===== src/design/sta_pkg.sv =====
`timescale 1ns / 1ps

package sta_pkg;

    // command codes
    localparam logic [1:0] MODE_ADD   = 2'd0;
    localparam logic [1:0] MODE_SUB   = 2'd1;
    localparam logic [1:0] MODE_CLEAR = 2'd2;
    localparam logic [1:0] MODE_DUMP  = 2'd3;

    // result status codes
    localparam logic [2:0] ST_IGNORED  = 3'd0;
    localparam logic [2:0] ST_INSERTED = 3'd1;
    localparam logic [2:0] ST_MERGED   = 3'd2;
    localparam logic [2:0] ST_REMOVED  = 3'd3;
    localparam logic [2:0] ST_FULL     = 3'd4;
    localparam logic [2:0] ST_CLEARED  = 3'd5;
    localparam logic [2:0] ST_DUMP     = 3'd6;

    localparam logic signed [31:0] COEF_MAX = 32'sh7FFF_FFFF;
    localparam logic signed [31:0] COEF_MIN = 32'sh8000_0000;

    typedef struct packed {
        logic [1:0]         mode;
        logic signed [31:0] coefficient;
        logic signed [15:0] exponent;
    } t_cmd;

    typedef struct packed {
        logic [2:0]         status;
        logic signed [31:0] term_coefficient;
        logic signed [15:0] term_exponent;
        logic [4:0]         term_total;
        logic               term_valid;
        logic               last;
    } t_result;

    typedef struct packed {
        logic signed [31:0] coefficient;
        logic signed [15:0] exponent;
    } t_entry;

    typedef enum logic [3:0] {
        S_IDLE,
        S_DISPATCH,
        S_SCAN_RD,
        S_SCAN_CMP,
        S_MERGE,
        S_SHIFT_RD,
        S_SHIFT_WR,
        S_APPEND,
        S_DUMP_RD,
        S_DUMP_OUT
    } t_state;

endpackage


===== src/design/sparse_term_accumulator_top.sv =====
`timescale 1ns / 1ps

// Sparse polynomial term table. Holds up to CAPACITY terms (signed Q16.16
// coefficient, signed 16-bit exponent) in insertion order, in a table
// memory with one write port and one registered read port. A command is
// taken when start is high and busy is low; busy then stays high until the
// command's last result has been issued. Results come out as one-cycle pulses
// of o_result_valid and must be captured on that cycle: there is no way to
// hold them off. A clear, a zero term and a dump of an empty table finish in
// the dispatch state; an add or subtract scans the stored entries in order,
// then merges or appends; a merge that cancels to zero then compacts the
// table, moving each later entry down by one; a dump gives one result per
// stored term. Every scan, shift and dump step goes through the registered
// read of the table memory: a read state, then a compare, write or output
// state. The longest commands are an append or drop after a full scan, or a
// cancel whose scan and compaction together cover the whole table.
module sparse_term_accumulator_top #(
    parameter int CAPACITY = 16
) (
    input  logic             i_clk,
    input  logic             i_rst_n,
    input  logic             start,
    output logic             busy,
    input  sta_pkg::t_cmd    i_cmd,
    output logic             o_result_valid,
    output sta_pkg::t_result o_result
);
    import sta_pkg::*;

    localparam int IW = (CAPACITY > 1) ? $clog2(CAPACITY) : 1;  // table index
    localparam int CW = $clog2(CAPACITY + 1);                   // entry count

    // control
    t_state          r_state, n_state;
    logic [CW-1:0]   r_count, n_count;
    logic [CW-1:0]   r_idx, n_idx;
    logic [IW-1:0]   r_hit, n_hit;
    logic            r_out_valid, n_out_valid;

    // latched command, coefficient already negated for subtract
    logic [1:0]         r_mode;
    logic signed [31:0] r_coef;
    logic signed [15:0] r_exp;
    logic signed [31:0] r_sum, n_sum;
    t_result            r_out, n_out;

    // table memory
    t_entry          r_mem [CAPACITY];
    t_entry          r_rdata;
    logic            mem_re, mem_we;
    logic [IW-1:0]   mem_raddr, mem_waddr;
    t_entry          mem_wdata;

    logic            accept;
    logic signed [31:0] in_coef;
    logic signed [32:0] sum_wide;
    logic signed [31:0] sum_sat;
    logic            exp_match;
    logic            idx_is_last;
    logic            hit_has_tail;
    logic            room;

    assign accept = start && !busy;
    assign busy   = (r_state != S_IDLE);

    // subtract negates with saturation: -(-2^31) becomes 2^31-1
    always_comb begin
        if (i_cmd.mode == MODE_SUB) begin
            in_coef = (i_cmd.coefficient == COEF_MIN) ? COEF_MAX : -i_cmd.coefficient;
        end else begin
            in_coef = i_cmd.coefficient;
        end
    end

    // saturating adder, used on the matched entry
    assign sum_wide = {r_rdata.coefficient[31], r_rdata.coefficient}
                    + {r_coef[31], r_coef};
    always_comb begin
        if (sum_wide[32] != sum_wide[31]) begin
            sum_sat = sum_wide[32] ? COEF_MIN : COEF_MAX;
        end else begin
            sum_sat = sum_wide[31:0];
        end
    end

    assign exp_match    = (r_rdata.exponent == r_exp);
    assign idx_is_last  = (CW'(r_idx + CW'(1)) == r_count);
    assign hit_has_tail = ((CW'(r_hit) + CW'(1)) < r_count);
    assign room         = (r_count < CW'(CAPACITY));

    // next state
    always_comb begin
        n_state = r_state;
        unique case (r_state)
            S_IDLE: begin
                if (accept) n_state = S_DISPATCH;
            end
            S_DISPATCH: begin
                unique case (r_mode)
                    MODE_CLEAR: n_state = S_IDLE;
                    MODE_DUMP:  n_state = (r_count == '0) ? S_IDLE : S_DUMP_RD;
                    default: begin
                        if (r_coef == '0)        n_state = S_IDLE;
                        else if (r_count == '0)  n_state = S_APPEND;
                        else                     n_state = S_SCAN_RD;
                    end
                endcase
            end
            S_SCAN_RD:  n_state = S_SCAN_CMP;
            S_SCAN_CMP: begin
                if (exp_match)        n_state = S_MERGE;
                else if (idx_is_last) n_state = S_APPEND;
                else                  n_state = S_SCAN_RD;
            end
            S_MERGE: begin
                if (r_sum == '0 && hit_has_tail) n_state = S_SHIFT_RD;
                else                             n_state = S_IDLE;
            end
            S_SHIFT_RD: n_state = S_SHIFT_WR;
            S_SHIFT_WR: n_state = idx_is_last ? S_IDLE : S_SHIFT_RD;
            S_APPEND:   n_state = S_IDLE;
            S_DUMP_RD:  n_state = S_DUMP_OUT;
            S_DUMP_OUT: n_state = idx_is_last ? S_IDLE : S_DUMP_RD;
            default:    n_state = S_IDLE;
        endcase
    end

    // datapath, memory strobes and results
    always_comb begin
        n_count     = r_count;
        n_idx       = r_idx;
        n_hit       = r_hit;
        n_sum       = r_sum;
        n_out_valid = 1'b0;
        n_out       = '0;
        mem_re      = 1'b0;
        mem_raddr   = r_idx[IW-1:0];
        mem_we      = 1'b0;
        mem_waddr   = r_idx[IW-1:0];
        mem_wdata   = r_rdata;

        unique case (r_state)
            S_IDLE: ;
            S_DISPATCH: begin
                n_idx = '0;
                unique case (r_mode)
                    MODE_CLEAR: begin
                        n_count      = '0;
                        n_out_valid  = 1'b1;
                        n_out.status = ST_CLEARED;
                        n_out.last   = 1'b1;
                    end
                    MODE_DUMP: begin
                        if (r_count == '0) begin
                            n_out_valid  = 1'b1;
                            n_out.status = ST_DUMP;
                            n_out.last   = 1'b1;
                        end
                    end
                    default: begin
                        if (r_coef == '0) begin
                            n_out_valid  = 1'b1;
                            n_out.status = ST_IGNORED;
                            n_out.last   = 1'b1;
                        end
                    end
                endcase
            end
            S_SCAN_RD: begin
                mem_re = 1'b1;
            end
            S_SCAN_CMP: begin
                if (exp_match) begin
                    n_hit = r_idx[IW-1:0];
                    n_sum = sum_sat;
                end else begin
                    n_idx = CW'(r_idx + CW'(1));
                end
            end
            S_MERGE: begin
                if (r_sum == '0) begin
                    if (hit_has_tail) begin
                        n_idx = CW'(CW'(r_hit) + CW'(1));
                    end else begin
                        n_count                = CW'(r_count - CW'(1));
                        n_out_valid            = 1'b1;
                        n_out.status           = ST_REMOVED;
                        n_out.term_exponent    = r_exp;
                        n_out.term_valid       = 1'b1;
                        n_out.last             = 1'b1;
                    end
                end else begin
                    mem_we                 = 1'b1;
                    mem_waddr              = r_hit;
                    mem_wdata.coefficient  = r_sum;
                    mem_wdata.exponent     = r_exp;
                    n_out_valid            = 1'b1;
                    n_out.status           = ST_MERGED;
                    n_out.term_coefficient = r_sum;
                    n_out.term_exponent    = r_exp;
                    n_out.term_valid       = 1'b1;
                    n_out.last             = 1'b1;
                end
            end
            S_SHIFT_RD: begin
                mem_re = 1'b1;
            end
            S_SHIFT_WR: begin
                // move entry idx down into idx-1
                mem_we    = 1'b1;
                mem_waddr = IW'(r_idx - CW'(1));
                mem_wdata = r_rdata;
                if (idx_is_last) begin
                    n_count             = CW'(r_count - CW'(1));
                    n_out_valid         = 1'b1;
                    n_out.status        = ST_REMOVED;
                    n_out.term_exponent = r_exp;
                    n_out.term_valid    = 1'b1;
                    n_out.last          = 1'b1;
                end else begin
                    n_idx = CW'(r_idx + CW'(1));
                end
            end
            S_APPEND: begin
                n_out_valid = 1'b1;
                n_out.last  = 1'b1;
                if (room) begin
                    mem_we                 = 1'b1;
                    mem_waddr              = r_count[IW-1:0];
                    mem_wdata.coefficient  = r_coef;
                    mem_wdata.exponent     = r_exp;
                    n_count                = CW'(r_count + CW'(1));
                    n_out.status           = ST_INSERTED;
                    n_out.term_coefficient = r_coef;
                    n_out.term_exponent    = r_exp;
                    n_out.term_valid       = 1'b1;
                end else begin
                    n_out.status = ST_FULL;
                end
            end
            S_DUMP_RD: begin
                mem_re = 1'b1;
            end
            S_DUMP_OUT: begin
                n_out_valid            = 1'b1;
                n_out.status           = ST_DUMP;
                n_out.term_coefficient = r_rdata.coefficient;
                n_out.term_exponent    = r_rdata.exponent;
                n_out.term_valid       = 1'b1;
                n_out.last             = idx_is_last;
                n_idx                  = CW'(r_idx + CW'(1));
            end
            default: ;
        endcase

        // total reflects the table after this step
        n_out.term_total = 5'(n_count);
    end

    // control registers
    always_ff @(posedge i_clk) begin
        if (!i_rst_n) begin
            r_state     <= S_IDLE;
            r_count     <= '0;
            r_out_valid <= 1'b0;
        end else begin
            r_state     <= n_state;
            r_count     <= n_count;
            r_out_valid <= n_out_valid;
        end
    end

    // payload registers
    always_ff @(posedge i_clk) begin
        if (accept) begin
            r_mode <= i_cmd.mode;
            r_coef <= in_coef;
            r_exp  <= i_cmd.exponent;
        end
        r_idx <= n_idx;
        r_hit <= n_hit;
        r_sum <= n_sum;
        r_out <= n_out;
    end

    // table memory: one write port, one registered read port
    always_ff @(posedge i_clk) begin
        if (mem_we) begin
            r_mem[mem_waddr] <= mem_wdata;
        end
        if (mem_re) begin
            r_rdata <= r_mem[mem_raddr];
        end
    end

    assign o_result_valid = r_out_valid;
    assign o_result       = r_out;

    // the last result of a command is issued as busy drops
    a_done_on_fall: assert property (@(posedge i_clk) disable iff (!i_rst_n)
        $fell(busy) |-> (o_result_valid && o_result.last))
        else $error("busy dropped without a final result");

    a_last_not_busy: assert property (@(posedge i_clk) disable iff (!i_rst_n)
        (o_result_valid && o_result.last) |-> !busy)
        else $error("final result issued while still busy");

    a_mid_busy: assert property (@(posedge i_clk) disable iff (!i_rst_n)
        (o_result_valid && !o_result.last) |-> busy)
        else $error("intermediate dump result without busy");

    a_accept_busy: assert property (@(posedge i_clk) disable iff (!i_rst_n)
        accept |=> busy)
        else $error("command transfer did not raise busy");

    a_count_range: assert property (@(posedge i_clk) disable iff (!i_rst_n)
        r_count <= CW'(CAPACITY))
        else $error("entry count beyond capacity");

endmodule


===== config.mk =====
export PLATFORM = sky130hd
export DESIGN_NAME = sparse_term_accumulator_top
export DESIGN_NICKNAME = d
export VERILOG_FILES = /design/src/design/sta_pkg.sv /design/src/design/sparse_term_accumulator_top.sv
export SDC_FILE = /design/constraint.sdc
export NUM_CORES = 1
export LEC_CHECK = 0
export BUFFER_PORTS_ARGS = -buffer_cell sky130_fd_sc_hd__buf_2
export CAP_MARGIN = 5
export CORE_MARGIN = 3
export CORE_UTILIZATION = 65
export DETAILED_ROUTE_END_ITERATION = 8
export PLACE_DENSITY = 0.86
export SLEW_MARGIN = 20
export SYNTH_ARGS = -nofsm -noshare
export SYNTH_HDL_FRONTEND = slang
export SYNTH_SLANG_ARGS = --single-unit

===== constraint.sdc =====
create_clock -name i_clk -period 15.9 [get_ports i_clk]
set_input_delay 3.18 -clock i_clk [delete_from_list [all_inputs] [get_ports i_clk]]
set_output_delay 3.18 -clock i_clk [all_outputs]
set_load 0.02 [all_outputs]

### Yosys cells after proc, flatten, opt, wreduce, memory -nomap -nowiden

Memory sizes are Yosys's and may differ from the RTL's. A register that Yosys moved wholly into a read port is not among the register bits.
Cells that the tools add are included.

* memories: 1
* register bits: 159
* output and inout bits: 60
* word-level logic and storage cells: 123
* input bits: 53
* bits in writable memories: 768

Memories
* r_mem: depth 16, bits a word 48, rd ports 1, clocked after Yosys merged registers in 1, write ports 1, RTL line sparse_term_accumulator_top.sv:48 `t_entry r_mem [CAPACITY];`

* mux-type cells: 64
* reduce and logical (&&, ||, !) cells: 13
* $lt $le $gt $ge: 2
* eq/ne operators: 21
* add/subtract/negate cells: 7

Operators with widths (count)
* $mux W32: 5
* $mux W48: 3
* $pmux W32 S3: 1
* $pmux W48 S2: 1
* $logic_not A32 Y1: 2
* $pmux W16 S4: 1
* $mux W16: 3
* $mux W5: 9
* $pmux W4 S9: 1
* $add A32 B32 Y33: 1
* $eq A32 B32 Y1 const B: 1
* $neg A32 Y32: 1
* $pmux W5 S5: 1
* $mux W3: 8
* $mux W4: 5
* $pmux W5 S4: 1
* $eq A16 B16 Y1: 1
* $eq A4 B3 Y1 const B: 4
* $pmux W3 S5: 1
* $mux W2: 6
* $pmux W4 S3: 1
* $add A5 B1 Y5 const B: 2
* $mux W1: 10
* $ne A2 B2 Y1 const B: 5
* 28 further kinds: 33

### Depth between registers and ports, before layout

* depth after elaboration: 5
* gate-level depth with buffers: 14

### Least setup slack after synthesis

OpenSTA, ideal clock, no wires.

* path kind: register to register
* start point: reg r_idx[1]
* end point: mem r_mem[12][0] (netlist name), enable pin
* stages on the path, launching flop included: 10
* required time: 15377 ps
* path slack: 9893 ps
* data arrival time: 5484 ps
* library setup time: 523 ps
* period minus slack after synthesis: 6007 ps
* cell sequence: edfxtp_1 clkbuf_1 clkbuf_1 clkbuf_1 inv_1 ha_1 o22ai_1 a21oi_1 and3_1 nor3b_1

* longest elaborated chain between the ends: 2

Ends and longest elaborated chain
* start, declared: RTL line sparse_term_accumulator_top.sv:36 `logic [CW-1:0] r_idx, n_idx;`
* start signal, assigned: RTL line sparse_term_accumulator_top.sv:280 `r_idx <= n_idx;`
* $sub A4 B1 Y4, or another cell as far along: RTL line sparse_term_accumulator_top.sv:211 `mem_waddr = IW'(r_idx - CW'(1));`
* $pmux W4 S3 (*): RTL line sparse_term_accumulator_top.sv:142 `unique case (r_state)`
* end, declared: RTL line sparse_term_accumulator_top.sv:48

Mark *: on every way between the ends. The rest lies on a longest branch, timed or not.

### Worst setup path in the final report

* start point: in i_cmd[26] (netlist name)
* end point: reg r_coef[31], data pin

* longest elaborated chain between the ends: 3

Ends and longest elaborated chain
* start, declared: RTL line sparse_term_accumulator_top.sv:24 `input sta_pkg::t_cmd i_cmd,`
* $neg A32 Y32 or $eq A32 B32 Y1 (tied branches): RTL line sparse_term_accumulator_top.sv:69 `in_coef = (i_cmd.coefficient == COEF_MIN) ? COEF_MAX : -i_cmd.coefficient;`
* $mux W32 (*): RTL line sparse_term_accumulator_top.sv:69
* $mux W32 (*): RTL line sparse_term_accumulator_top.sv:68 `if (i_cmd.mode == MODE_SUB) begin`
* via in_coef[31]: RTL line sparse_term_accumulator_top.sv:55 `logic signed [31:0] in_coef;`
* end signal, assigned: RTL line sparse_term_accumulator_top.sv:277 `r_coef <= in_coef;`
* end, declared: RTL line sparse_term_accumulator_top.sv:42 `logic signed [31:0] r_coef;`

The timed path passes the listed nets; every way through them passes the cells marked *.
A chain may end at the register's enable or synchronous reset.

==> reports/metrics.yaml <==
synthesis:
  synth-async-reset-ratio_pct: 0
  synth_xor_area_share_pct: 1.934
  synth_simple_gate_area_share_pct: 5.093
  synth.area.mux_share_pct: 13.69
  synth_fa_ha_area_share_pct: 1.405
  ys_warn_count: 0
  synth_cell_types: 62
  ys_ff_latch: 975
  syn_inst: 2218
  synth_edf_count: 907
  ys_seq_area_share_pct: 71.99
  synth_compound_gate_area_share_pct: 4.545
  syn_area_per_cell_sq_um: 17.91
  synth_nets: 2315
  synthesis.area_sq_um: 39720
  synthFlopType: "edfxtp_1"
  synth_top_family_by_area: "multiplexers"
global_route:
  grt_max_degree: 111
  grt_pass1_vias: 23325
  overflow: 0
  antenna_found_initial: 2
  grt_pass1_wl_um: 156600
  grt_use_total_pct: 34.06
placed_design:
  io_buffers: 112
  place_ws_ps: 9167
  gp_congestion: 0.9052
  dp_hpwl_um: 54390
  post_dp_cell_area_sq_um: 41320
timing:
  period_needed_ps: 6057
  fin_tns_setup_ps: 0
  fmax_ghz: 0.1651
  skew_ps: 35.05
  finalHoldViolCount: 0
  finalSetupViolations: 0
  setup_slack_ps: 9843
  slew_headroom_pct: 25.39
  min_period_over_period_pct: 38.10
  slew_viol_final: 0
  rsz0062_at_grt: "no"
  tightest_slew_ps: 1119
routing:
  drt_iter0_markers: 3328
  viasPerCell: 7.268
  ant_nets: 0
  wl_um: 107600
  route.detailed.drc: 0
  wl_per_cell_um: 33.46
  dr.pass1.iters: 6
  num_vias: 23374
power_and_ir_drop:
  ir_drop_uv: 115.2
  p_leak_nw: 14.92
  totalPowerFinal_mw: 5.966
  power_density_nw_per_um2: 134.0
cts:
  htree_levels: 3
  clk_pin_slew_ps: 60
  cts_buffers: 94
  cts.repair.resized: 0
  cts_sinks: 975
  cts-root-buf: "clkbuf_16"
  cts_hold_buf: 0
  cts_tree: "yes"
  worstSkewPairLatency_ps: 680
  cts.path.max_buffers: 3
  cts_setup_buffers: 0
floorplan:
  dieHeight_um: 253.2
  die-area_sq_um: 64120
  io_pins: 113
  start_util_pct: 66.55
  die_x_um: 253.2
  rows: 89
  core_area_sq_um: 59690
setup_path:
  critPathRequiredTime_ps: 16310
  critPathMaxFanout: 31
  cp_top_family: "simple AND/OR/NAND/NOR gates"
  worstSetupEndpointType: "register"
  max_stage_delay_ps: 870
  critPathBufInv: 1
  path_cells: "buf_2, or3_4, or4_4, or4_4, or3_4, or2_1, or4_1, and2_1"
  slowest_stage: "or4_1"
  worstPathArrival_ps: 6470
  critical_path_class: "input port to register"
  startpoint_type: "input port"
final_layout:
  design_area_sq_um: 44540
  fin_util_pct: 74.62
  final-seq-area_sq_um: 28600
  multiInputGateArea_sq_um: 10750
  fin_nets: 2462
  syn2layout_area_growth_pct: 12.12
  drive_above_1_share_pct: 23.96
  n_fill_cell: 3174
hold_path:
  hp-class: "register to register"
run:
  drv_cap: 0
run_status:
  status: "finished, final reports clean"
[kinds of logic (layout without fill, tap and decap cells)]
family                   Yosys count  after routing
multiplexers                     243            243
other                              0              1
flip-flops                       975            975
buffers and inverters            136            360
XOR/XNOR                          83             83
AND/OR/NAND/NOR                  449            449
adder cells (fa/ha/maj)           44             44
AO/OA/AOI/OAI                    288            288
[worst register-to-register path, cell delays in order, from the launching register on]
cell and delay [ps]:
edfxtp_1 430, nor4_1 400, nand4_1 350, nor2_1 330, nor2_2 50, buf_4 270, a221oi_1 910, nand2b_1 500
nor2_4 790, buf_4 660
[per-layer routing]
layer	wire [um]	track usage, %	share of wire (%)	vias up
li1	-	-	-	9193
met1	37350	46.68	35	11809
met2	52450	54.96	49	1980
met3	12790	6.327	12	390
met4	4989	14.75	4.6	2
met5	18	0	0.017	-
[placed cells by master (no fill, tap or decap), types with 9 or more instances in the layout]
cell type,count
and3_1,10
nand3_1,21
xor2_1,54
ha_1,43
xnor2_1,26
or3_1,9
nand2b_1,12
nand4_1,12
nand2_1,248
inv_1,24
buf_2,112
edfxtp_1,907
nor2_4,15
clkbuf_1,18
nor2_1,42
a21oi_1,83
o21ai_0,71
clkinv_2,21
mux4_2,240
clkbuf_16,95
buf_4,46
clkinv_1,10
o31ai_1,9
nor4_1,24
a22oi_1,32
bufinv_16,11
a22o_1,16
dfxtp_1,68
a21o_1,13
nor3_1,18
[where the power goes]
part / switching, mW / internal, mW
clock: 0.998 / 1.30
combinational: 0.417 / 0.318
sequential: 0.0401 / 2.89
[path summary, 6_finish.rpt]
kind                            depth (start not counted)  slack (ps)           end   startpoint
worst max-delay path                                    8        9840    r_coef[31]    i_cmd[26]
worst min-delay path                                    2         510  o_result[42]  r_rdata[35]
worst max register to register                          9       10790  r_mem[9][41]    r_sum[27]
worst min register to register                          2         510  o_result[42]  r_rdata[35]
[cell usage after synthesis (12+ instances only)]
master,number,share of area (%)
ha_1,43,1.4
buf_1,17,0.16
nor3_1,19,0.24
and3_1,12,0.19
xor2_1,54,1.2
mux4_2,240,14
nor2_1,59,0.56
dfxtp_1,68,3.4
a22o_1,16,0.35
nor4_1,24,0.38
a21o_1,13,0.25
nand2b_1,12,0.19
xnor2_1,26,0.57
nand4_1,12,0.19
a22oi_1,32,0.60
clkbuf_1,90,0.85
o21ai_0,77,0.97
inv_1,24,0.23
a21oi_1,84,1.1
nand3_1,21,0.26
edfxtp_1,907,69
nand2_1,249,2.4
[through the flow]
stage,hold WS [ps],std cells
floorplan,424.4,2218
global placement,501.8,3037
detailed placement,509.1,3037
CTS,518.1,3210
global route,556.5,3215
finish,512.4,3216
[layout make-up]
class	instances	share of cell area (%)
Multi-Input combinational cell	1107	24.14
Sequential cell	975	64.21
Timing Repair Buffer	162	2.219
Antenna cell	1	0.005618
Tap cell	773	2.172
Clock inverter	57	1.461
Inverter	25	0.2107
Clock buffer	116	5.582
[registers in the layout (all words and copies together), names as in the netlist]
name            count
r_count             5
r_mem             768
r_state             4
r_rdata            48
r_exp              16
o_result_valid      1
r_hit               4
r_mode              2
r_sum              32
r_idx               5
o_result           58
r_coef             32
Note: power is estimated with default switching activity, not from simulation.
